**config.mk**
```make
export PLATFORM = sky130hd
export DESIGN_NAME = bitmap_id_allocator_unit_flat
export DESIGN_NICKNAME = d
export VERILOG_FILES = /design/src/hdl/bia_pkg.sv /design/src/hdl/bia_in_if.sv /design/src/hdl/bia_out_if.sv /design/src/hdl/bia_bitmap_mem.sv /design/src/hdl/bitmap_id_allocator_unit.sv /design/src/flat_wrapper.sv
export SDC_FILE = /design/constraint.sdc
export NUM_CORES = 2
export LEC_CHECK = 0
export ABC_AREA = 1
export CAP_MARGIN = 25
export CORE_UTILIZATION = 40
export DETAILED_ROUTE_END_ITERATION = 10
export DONT_BUFFER_PORTS = 1
export MAX_ROUTING_LAYER = met4
export PLACE_DENSITY = 0.56
export RECOVER_POWER = 50
export SKIP_CTS_REPAIR_TIMING = 1
export SYNTH_ARGS = -nofsm -noshare
export SYNTH_HDL_FRONTEND = slang
export SYNTH_SLANG_ARGS = --single-unit
```
**constraint.sdc**
```tcl
create_clock -name clk_i -period 7.6 [get_ports clk_i]
set_input_delay 1.52 -clock clk_i [delete_from_list [all_inputs] [get_ports clk_i]]
set_output_delay 1.52 -clock clk_i [all_outputs]
set_load 0.02 [all_outputs]
```
**src/hdl/bia_pkg.sv**
```systemverilog
// bitmap id allocator: shared types, widths and the lowest-clear-bit search
// no dependencies
package bia_pkg;

  localparam int ID_W    = 12;
  localparam int WORD_W  = 64;
  localparam int BIT_W   = 6;
  localparam int WADDR_W = 6;
  localparam int CNT_W   = 13;
  localparam int REM_W   = 7;

  localparam logic [ID_W-1:0]  MAX_GRANTS    = 12'd64;
  localparam logic [CNT_W-1:0] COUNT_CEILING = 13'd4096;

  typedef struct packed {
    logic               en;
    logic [WADDR_W-1:0] addr;
    logic [WORD_W-1:0]  data;
  } mem_wr_t;

  typedef struct packed {
    logic               en;
    logic [WADDR_W-1:0] addr;
  } mem_rd_t;

  // lowest clear bit, 63 when bits 0 to 62 are all set
  function automatic logic [BIT_W-1:0] lowest_clear(input logic [WORD_W-1:0] w);
    logic [BIT_W-1:0] b;
    b = BIT_W'(WORD_W - 1);
    for (int i = WORD_W - 2; i >= 0; i--) begin
      if (!w[i]) begin
        b = BIT_W'(i);
      end
    end
    return b;
  endfunction

endpackage

```
**src/hdl/bia_in_if.sv**
```systemverilog
// bitmap id allocator: request channel
// depends on bia_pkg
interface bia_in_if
  import bia_pkg::*;
();
  logic            valid;
  logic            ready;
  logic            cmd;
  logic [ID_W-1:0] req_count;
  logic [ID_W-1:0] free_id;

  modport source (output valid, cmd, req_count, free_id, input ready);
  modport sink   (input valid, cmd, req_count, free_id, output ready);
endinterface

```
**src/hdl/bia_out_if.sv**
```systemverilog
// bitmap id allocator: result channel
// depends on bia_pkg
interface bia_out_if
  import bia_pkg::*;
();
  logic            valid;
  logic            ready;
  logic            ok;
  logic            has_id;
  logic [ID_W-1:0] granted_id;
  logic            last;

  modport source (output valid, ok, has_id, granted_id, last, input ready);
  modport sink   (input valid, ok, has_id, granted_id, last, output ready);
endinterface

```
**src/hdl/bia_bitmap_mem.sv**
```systemverilog
// bitmap id allocator: bitmap word memory, one write and one registered read port
// per-word valid flops make unwritten words read as all free; depends on bia_pkg
module bia_bitmap_mem
  import bia_pkg::*;
#(
  parameter int WORD_COUNT = 64
) (
  input  logic              clk_i,
  input  logic              rst_ni,
  input  mem_wr_t           wr_i,
  input  mem_rd_t           rd_i,
  output logic [WORD_W-1:0] rd_data_o
);

  localparam int IDX_W = $clog2(WORD_COUNT);

  logic [WORD_W-1:0]     mem [WORD_COUNT];
  logic [WORD_COUNT-1:0] valid_q;
  logic [WORD_W-1:0]     rdata_q;
  logic                  rvalid_q;

  always_ff @(posedge clk_i) begin
    if (wr_i.en) begin
      mem[wr_i.addr[IDX_W-1:0]] <= wr_i.data;
    end
    if (rd_i.en) begin
      rdata_q <= mem[rd_i.addr[IDX_W-1:0]];
    end
  end

  always_ff @(posedge clk_i or negedge rst_ni) begin
    if (!rst_ni) begin
      valid_q  <= '0;
      rvalid_q <= 1'b0;
    end else begin
      if (wr_i.en) begin
        valid_q[wr_i.addr[IDX_W-1:0]] <= 1'b1;
      end
      if (rd_i.en) begin
        rvalid_q <= valid_q[rd_i.addr[IDX_W-1:0]];
      end
    end
  end

  assign rd_data_o = rvalid_q ? rdata_q : '0;

endmodule

```
**src/hdl/bitmap_id_allocator_unit.sv**
```systemverilog
// bitmap id allocator: top level, request sequencer around the bitmap memory
// depends on bia_pkg, bia_in_if, bia_out_if, bia_bitmap_mem
//
//   channel  dir  fields                             accepted when
//   in_i     in   cmd, req_count, free_id            valid && ready
//   out_o    out  ok, has_id, granted_id, last       valid && ready
//
// refused or empty allocates and out-of-range frees: one result, given straight from idle
// free: read, then modify, write back and result
// allocate of n ids: load a word, grant its lowest clear bits in turn, move past each full word
// reset is immediate: per-word valid flops stand in for a clearing pass
// a stalled result holds the sequencer; a new item is taken once the sequencer is idle and the result has space
module bitmap_id_allocator_unit
  import bia_pkg::*;
#(
  parameter int WORD_COUNT = 64,
  parameter int ID_BUDGET  = 64
) (
  input  logic     clk_i,
  input  logic     rst_ni,
  bia_in_if.sink   in_i,
  bia_out_if.source out_o
);

  localparam int PTR_W = $clog2(WORD_COUNT);

  typedef enum logic [1:0] {
    S_IDLE,
    S_FREE,
    S_LOAD,
    S_GRANT
  } state_e;

  state_e             state_q, state_d;
  logic [PTR_W-1:0]   ptr_q, ptr_d, ptr_next;
  logic [CNT_W-1:0]   free_cnt_q, free_cnt_d;
  logic [CNT_W-1:0]   avail_q, avail_d;
  logic [REM_W-1:0]   rem_q, rem_d;
  logic [WADDR_W-1:0] fword_q, fword_d;
  logic [BIT_W-1:0]   fbit_q, fbit_d;
  logic [WORD_W-1:0]  wd_q, wd_d;

  logic               out_valid_q, out_valid_d;
  logic               out_ok_q, out_ok_d;
  logic               out_has_q, out_has_d;
  logic [ID_W-1:0]    out_id_q, out_id_d;
  logic               out_last_q, out_last_d;

  mem_wr_t            wr;
  mem_rd_t            rd;
  logic [WORD_W-1:0]  rd_word;
  logic               out_space;
  logic               accept;
  logic [BIT_W-1:0]   gbit;

  bia_bitmap_mem #(
    .WORD_COUNT(WORD_COUNT)
  ) u_mem (
    .clk_i    (clk_i),
    .rst_ni   (rst_ni),
    .wr_i     (wr),
    .rd_i     (rd),
    .rd_data_o(rd_word)
  );

  assign out_space  = !out_valid_q || out_o.ready;
  assign in_i.ready = (state_q == S_IDLE) && out_space;
  assign accept     = in_i.valid && in_i.ready;
  assign ptr_next   = (ptr_q == PTR_W'(WORD_COUNT - 1)) ? '0 : ptr_q + 1'b1;
  assign gbit       = lowest_clear(wd_q);

  always_comb begin
    state_d     = state_q;
    ptr_d       = ptr_q;
    free_cnt_d  = free_cnt_q;
    avail_d     = avail_q;
    rem_d       = rem_q;
    fword_d     = fword_q;
    fbit_d      = fbit_q;
    wd_d        = wd_q;
    out_valid_d = out_valid_q && !out_o.ready;
    out_ok_d    = out_ok_q;
    out_has_d   = out_has_q;
    out_id_d    = out_id_q;
    out_last_d  = out_last_q;
    wr          = '0;
    rd          = '0;

    unique case (state_q)
      S_IDLE: begin
        if (accept) begin
          out_has_d  = 1'b0;
          out_id_d   = '0;
          out_last_d = 1'b1;
          if (in_i.cmd) begin
            if ({1'b0, in_i.free_id[ID_W-1:BIT_W]} >= (WADDR_W + 1)'(WORD_COUNT)) begin
              out_valid_d = 1'b1;
              out_ok_d    = 1'b0;
            end else begin
              rd.en   = 1'b1;
              rd.addr = in_i.free_id[ID_W-1:BIT_W];
              fword_d = in_i.free_id[ID_W-1:BIT_W];
              fbit_d  = in_i.free_id[BIT_W-1:0];
              state_d = S_FREE;
            end
          end else if (in_i.req_count == '0) begin
            out_valid_d = 1'b1;
            out_ok_d    = 1'b1;
          end else if (free_cnt_q < {1'b0, in_i.req_count} ||
                       in_i.req_count > MAX_GRANTS ||
                       avail_q < {1'b0, in_i.req_count}) begin
            out_valid_d = 1'b1;
            out_ok_d    = 1'b0;
          end else begin
            rem_d   = in_i.req_count[REM_W-1:0];
            rd.en   = 1'b1;
            rd.addr = WADDR_W'(ptr_q);
            state_d = S_LOAD;
          end
        end
      end
      S_FREE: begin
        if (out_space) begin
          wr.en   = 1'b1;
          wr.addr = fword_q;
          wr.data = rd_word & ~(WORD_W'(1) << fbit_q);
          if (rd_word[fbit_q]) begin
            avail_d = avail_q + 1'b1;
          end
          if (free_cnt_q < COUNT_CEILING) begin
            free_cnt_d = free_cnt_q + 1'b1;
          end
          out_valid_d = 1'b1;
          out_ok_d    = 1'b1;
          state_d     = S_IDLE;
        end
      end
      S_LOAD: begin
        wd_d    = rd_word;
        state_d = S_GRANT;
      end
      S_GRANT: begin
        if (&wd_q) begin
          ptr_d   = ptr_next;
          rd.en   = 1'b1;
          rd.addr = WADDR_W'(ptr_next);
          state_d = S_LOAD;
        end else if (out_space) begin
          wd_d        = wd_q | (WORD_W'(1) << gbit);
          wr.en       = 1'b1;
          wr.addr     = WADDR_W'(ptr_q);
          wr.data     = wd_d;
          avail_d     = avail_q - 1'b1;
          free_cnt_d  = free_cnt_q - 1'b1;
          rem_d       = rem_q - 1'b1;
          out_valid_d = 1'b1;
          out_ok_d    = 1'b1;
          out_has_d   = 1'b1;
          out_id_d    = {WADDR_W'(ptr_q), gbit};
          out_last_d  = (rem_q == REM_W'(1));
          if (rem_q == REM_W'(1)) begin
            state_d = S_IDLE;
          end
        end
      end
      default: begin
        state_d = S_IDLE;
      end
    endcase
  end

  always_ff @(posedge clk_i or negedge rst_ni) begin
    if (!rst_ni) begin
      state_q     <= S_IDLE;
      ptr_q       <= '0;
      free_cnt_q  <= CNT_W'(ID_BUDGET);
      avail_q     <= CNT_W'(WORD_COUNT * WORD_W);
      rem_q       <= '0;
      out_valid_q <= 1'b0;
    end else begin
      state_q     <= state_d;
      ptr_q       <= ptr_d;
      free_cnt_q  <= free_cnt_d;
      avail_q     <= avail_d;
      rem_q       <= rem_d;
      out_valid_q <= out_valid_d;
    end
  end

  always_ff @(posedge clk_i) begin
    fword_q    <= fword_d;
    fbit_q     <= fbit_d;
    wd_q       <= wd_d;
    out_ok_q   <= out_ok_d;
    out_has_q  <= out_has_d;
    out_id_q   <= out_id_d;
    out_last_q <= out_last_d;
  end

  assign out_o.valid      = out_valid_q;
  assign out_o.ok         = out_ok_q;
  assign out_o.has_id     = out_has_q;
  assign out_o.granted_id = out_id_q;
  assign out_o.last       = out_last_q;

endmodule

```
**src/flat_wrapper.sv**
```systemverilog
// flat-port wrapper written by rule: the top's interface ports become plain ports
module bitmap_id_allocator_unit_flat import bia_pkg::*;
#(
  parameter int WORD_COUNT = 64,
  parameter int ID_BUDGET  = 64
)
  (clk_i, rst_ni, in_i_valid, in_i_cmd, in_i_req_count, in_i_free_id, in_i_ready, out_o_valid, out_o_ok, out_o_has_id, out_o_granted_id, out_o_last, out_o_ready);
  bia_in_if in_i_i ();
  bia_out_if out_o_i ();
  input  logic clk_i;
  input  logic rst_ni;
  input wire logic [$bits(in_i_i.valid)-1:0] in_i_valid;
  input wire logic [$bits(in_i_i.cmd)-1:0] in_i_cmd;
  input wire logic [$bits(in_i_i.req_count)-1:0] in_i_req_count;
  input wire logic [$bits(in_i_i.free_id)-1:0] in_i_free_id;
  output wire logic [$bits(in_i_i.ready)-1:0] in_i_ready;
  output wire logic [$bits(out_o_i.valid)-1:0] out_o_valid;
  output wire logic [$bits(out_o_i.ok)-1:0] out_o_ok;
  output wire logic [$bits(out_o_i.has_id)-1:0] out_o_has_id;
  output wire logic [$bits(out_o_i.granted_id)-1:0] out_o_granted_id;
  output wire logic [$bits(out_o_i.last)-1:0] out_o_last;
  input wire logic [$bits(out_o_i.ready)-1:0] out_o_ready;
  assign in_i_i.valid = in_i_valid;
  assign in_i_i.cmd = in_i_cmd;
  assign in_i_i.req_count = in_i_req_count;
  assign in_i_i.free_id = in_i_free_id;
  assign in_i_ready = in_i_i.ready;
  assign out_o_valid = out_o_i.valid;
  assign out_o_ok = out_o_i.ok;
  assign out_o_has_id = out_o_i.has_id;
  assign out_o_granted_id = out_o_i.granted_id;
  assign out_o_last = out_o_i.last;
  assign out_o_i.ready = out_o_ready;
  bitmap_id_allocator_unit #(.WORD_COUNT(WORD_COUNT), .ID_BUDGET(ID_BUDGET)) u_core (.clk_i(clk_i), .rst_ni(rst_ni), .in_i(in_i_i), .out_o(out_o_i));
endmodule
```
==> results.md <==
* Core footprint at 0.445 sq mm
* Initial core utilization at 40.2%
* Clk pin slew, worst setup/hold paths at 0.06 ns
* Worst-Margin Slew at 2.77 ns
* Grt ovf at 0
* CTS sink count at 4358
* Hold crit path type: in2async
* Met3 WL post-DR at 49.1 mm
* Register area share after synthesis at 73.0%
* CP cell instances: inv_1 > nor4_1 > clkbuf_1 > nand2_1 > nor2_1 > inv_1 > nor2_1 > nand3_1 > inv_1 > nor2_1 > clkinv_1 > nor2_1 > inv_1 > o22ai_1 > nor2_1 > nand2_1 > clkbuf_1 > nor2_1 > clkbuf_1 > clkbuf_1
* GRT Resource Usage Total at 26.0%
* Status: finished with violations
* Root Driver: clkbuf_16
* Critical Path AT at 7.74 ns
* Primary FF master, synth: edfxtp_1
* Mapped Area at 0.179 sq mm
* R2R cell count at 20
* Routed wire length at 581 mm
* WHS at 0.201 ns
* Crit-path max FO at 13
* Crit path max-delay family: buffers and inverters
* MaxCap Viol Count at 76
* Max clock buf depth at 4
* FMAX at 0.140 GHz
* Drt pass-1 iters at 6
* TritonCTS clock tree: built
* First-pass GRT wire length at 826 mm
* CTS Buf Count at 447
* Slew Limit Fails at 1570
* Die area at 0.449 sq mm
* Number of flops mapped to enable cells by yosys at 4251
* Post-synth ARST share at 2.46%
* Sum of negative setup slack at 0 ns
* Vias in the first global route at 110000
* Synth Warn # at 0
* Most frequent cells in the layout: edfxtp_1, nor2_1, o211ai_1
* Rel. slew slack at -84.9%
* Vias/cell at 5.91
* CP Capture Type: flip-flop
* Routed WL per cell at 29.4 um
* Detail Placement HPWL at 344 mm
* Cell count after synthesis at 13100
* Nets at 13500
* Reg-to-reg startpoint: u_core.wd_q[7]$_DFFE_PP_
* Max layer used: met4
* Initial antenna violation count at 35
* Htree depth at 5
* Final hold violation count at 0
* Unique masters post-synth at 57
* DR WL met2 at 269 mm
* Reg2reg end: u_core.u_mem.mem[32][33]$_DFFE_PP_
* GPL Wtd Cong at 0.985
* CP required at 8.18 ns
* Worst setup path class: reg2reg
* Avg Cell Area, Syn at 13.6 sq um
* Residual DRC at 0
* Leakage power total at 64.0 nW
* Placed Instances at 18900
* Clk_skew at 0.0695 ns
* DRT antenna net count at 0
* Setup violators final at 0
* Final Cell Area at 0.205 sq mm
* PD cells at 305 mW/mm^2
* Die H at 670 um
* RSZ-0062 raised after global routing: false
* Placed inst area at 0.194 sq mm
* DR iter-0 viols at 15000
* Via count at 117000
* Violated checks: capacitance limit, slew limit
* Synthesized Nets at 13200
* Max rail drop VDD at 0.248 mV
* Worst-Skew Late Latency at 1.04 ns
* Fin crit period at 7.15 ns
* Fin cells at 19800
* Tcrit/Tclk final at 94.1%
* Row count at 245
* Largest net degree at the start of global routing at 149
* Crit-path slowest cell: clkbuf_1
* Final core occ at 46.0%
* Share of cells above drive strength 1 at 17.3%
* Crit-path most repeated cell: nor2_1
* Most common cell after layout, fill and taps aside: edfxtp_1
* R2r setup slk at 0.45 ns
* FF+latch count, synth at 4358
* Critical path's largest stage delay at 1.27 ns
* Synth-to-Final Area Change at 14.6%
* Boundary pin count at 46
* Port Buf Inserts at 0
* Buffer and inverter count on the worst path at 9
* CP Launch Type: flip-flop
* WL met1 at 245 mm
* Width of the chip at 670 um
[state kept, by name, indices dropped and copies added (netlist names), 2 cells and up]
| register | flops |
|---|---|
| u_core.avail_q | 13 |
| u_core.fbit_q | 6 |
| u_core.free_cnt_q | 13 |
| u_core.fword_q | 6 |
| u_core.out_o.granted_id | 12 |
| u_core.ptr_q | 6 |
| u_core.rem_q | 7 |
| u_core.state_q | 2 |
| u_core.u_mem.mem | 4096 |
| u_core.u_mem.rdata_q | 64 |
| u_core.u_mem.valid_q | 64 |
| u_core.wd_q | 64 |
[layout make-up]
type	instances	area, sq um
clock buffer	561	11700
timing repair buffer	876	7840
clock inverter	258	2340
sequential	4358	130000
inverter	227	880
tap	5928	7420
fill	39200	240000
antenna	23	57.6
multi-input combinational	7533	44100
[stage by stage]
stage	worst slack, ns	power [mW]
final	0.447	62.4
after global routing	0.419	64.4
after CTS	1.55	62.8
after detailed placement	1.44	41.6
after global placement	1.05	41.5
after floorplan	0.852	36.9
[cell families (layout without fill, tap and decap cells)]
logic type	count (synthesis)	count (layout)	share of synthesized area, %
flip-flops	4358	4358	73.0
other	0	23	0
buffers and inverters	1215	1922	2.69
adder cells (fa/ha/maj)	53	53	0.380
XOR/XNOR	22	22	0.108
AO/OA/AOI/OAI	2941	2941	12.4
AND/OR/NAND/NOR	4517	4517	11.5
[report_power, final]
part | switching (mW) | internal [mW] | leakage (nW)
Sequential | 0.720 | 30.3 | 40.5
Clock | 9.43 | 12.0 | 6.86
Combinational | 7.62 | 2.39 | 16.6
Total | 17.8 | 44.6 | 64.0
[cells in the mapped netlist, types with 51 or more instances]
cell / instances / area [sq um]
a21oi_1: 56 / 280
buf_1: 110 / 413
buf_2: 143 / 716
clkbuf_1: 724 / 2720
dfrtp_1: 105 / 2630
edfxtp_1: 4251 / 128000
ha_1: 51 / 638
inv_1: 216 / 811
nand2_1: 631 / 2370
nand3_1: 489 / 2450
nor2_1: 2246 / 8430
o211ai_1: 1540 / 11600
o21ai_0: 172 / 861
o311ai_0: 513 / 4490
o31ai_1: 514 / 3860
or2_2: 1042 / 6520
[per-layer routing]
layer,track usage (%),up-vias
met5,-,-
met4,7.29,0
met1,35.7,60000
li1,-,50800
met2,40.1,5129
met3,4.07,969
[worst max path at each step]
stage | from | endpoint | slack (ns) | cells after the start
floorplan | u_core.wd_q[61]$_DFFE_PP_ | u_core.u_mem.mem[0][1]$_DFFE_PP_ | 0.85 | 65
global placement | u_core.wd_q[61]$_DFFE_PP_ | u_core.u_mem.mem[12][13]$_DFFE_PP_ | 1.05 | 67
detailed placement | in_i_req_count[2] | u_core.u_mem.rdata_q[15]$_DFFE_PP_ | 1.44 | 25
CTS | u_core.wd_q[62]$_DFFE_PP_ | u_core.u_mem.mem[34][28]$_DFFE_PP_ | 1.55 | 70
global route | u_core.wd_q[7]$_DFFE_PP_ | u_core.u_mem.rdata_q[14]$_DFFE_PP_ | 0.42 | 22
finish | u_core.wd_q[7]$_DFFE_PP_ | u_core.u_mem.mem[32][33]$_DFFE_PP_ | 0.45 | 20
Note: power is estimated with default switching activity, not from simulation.
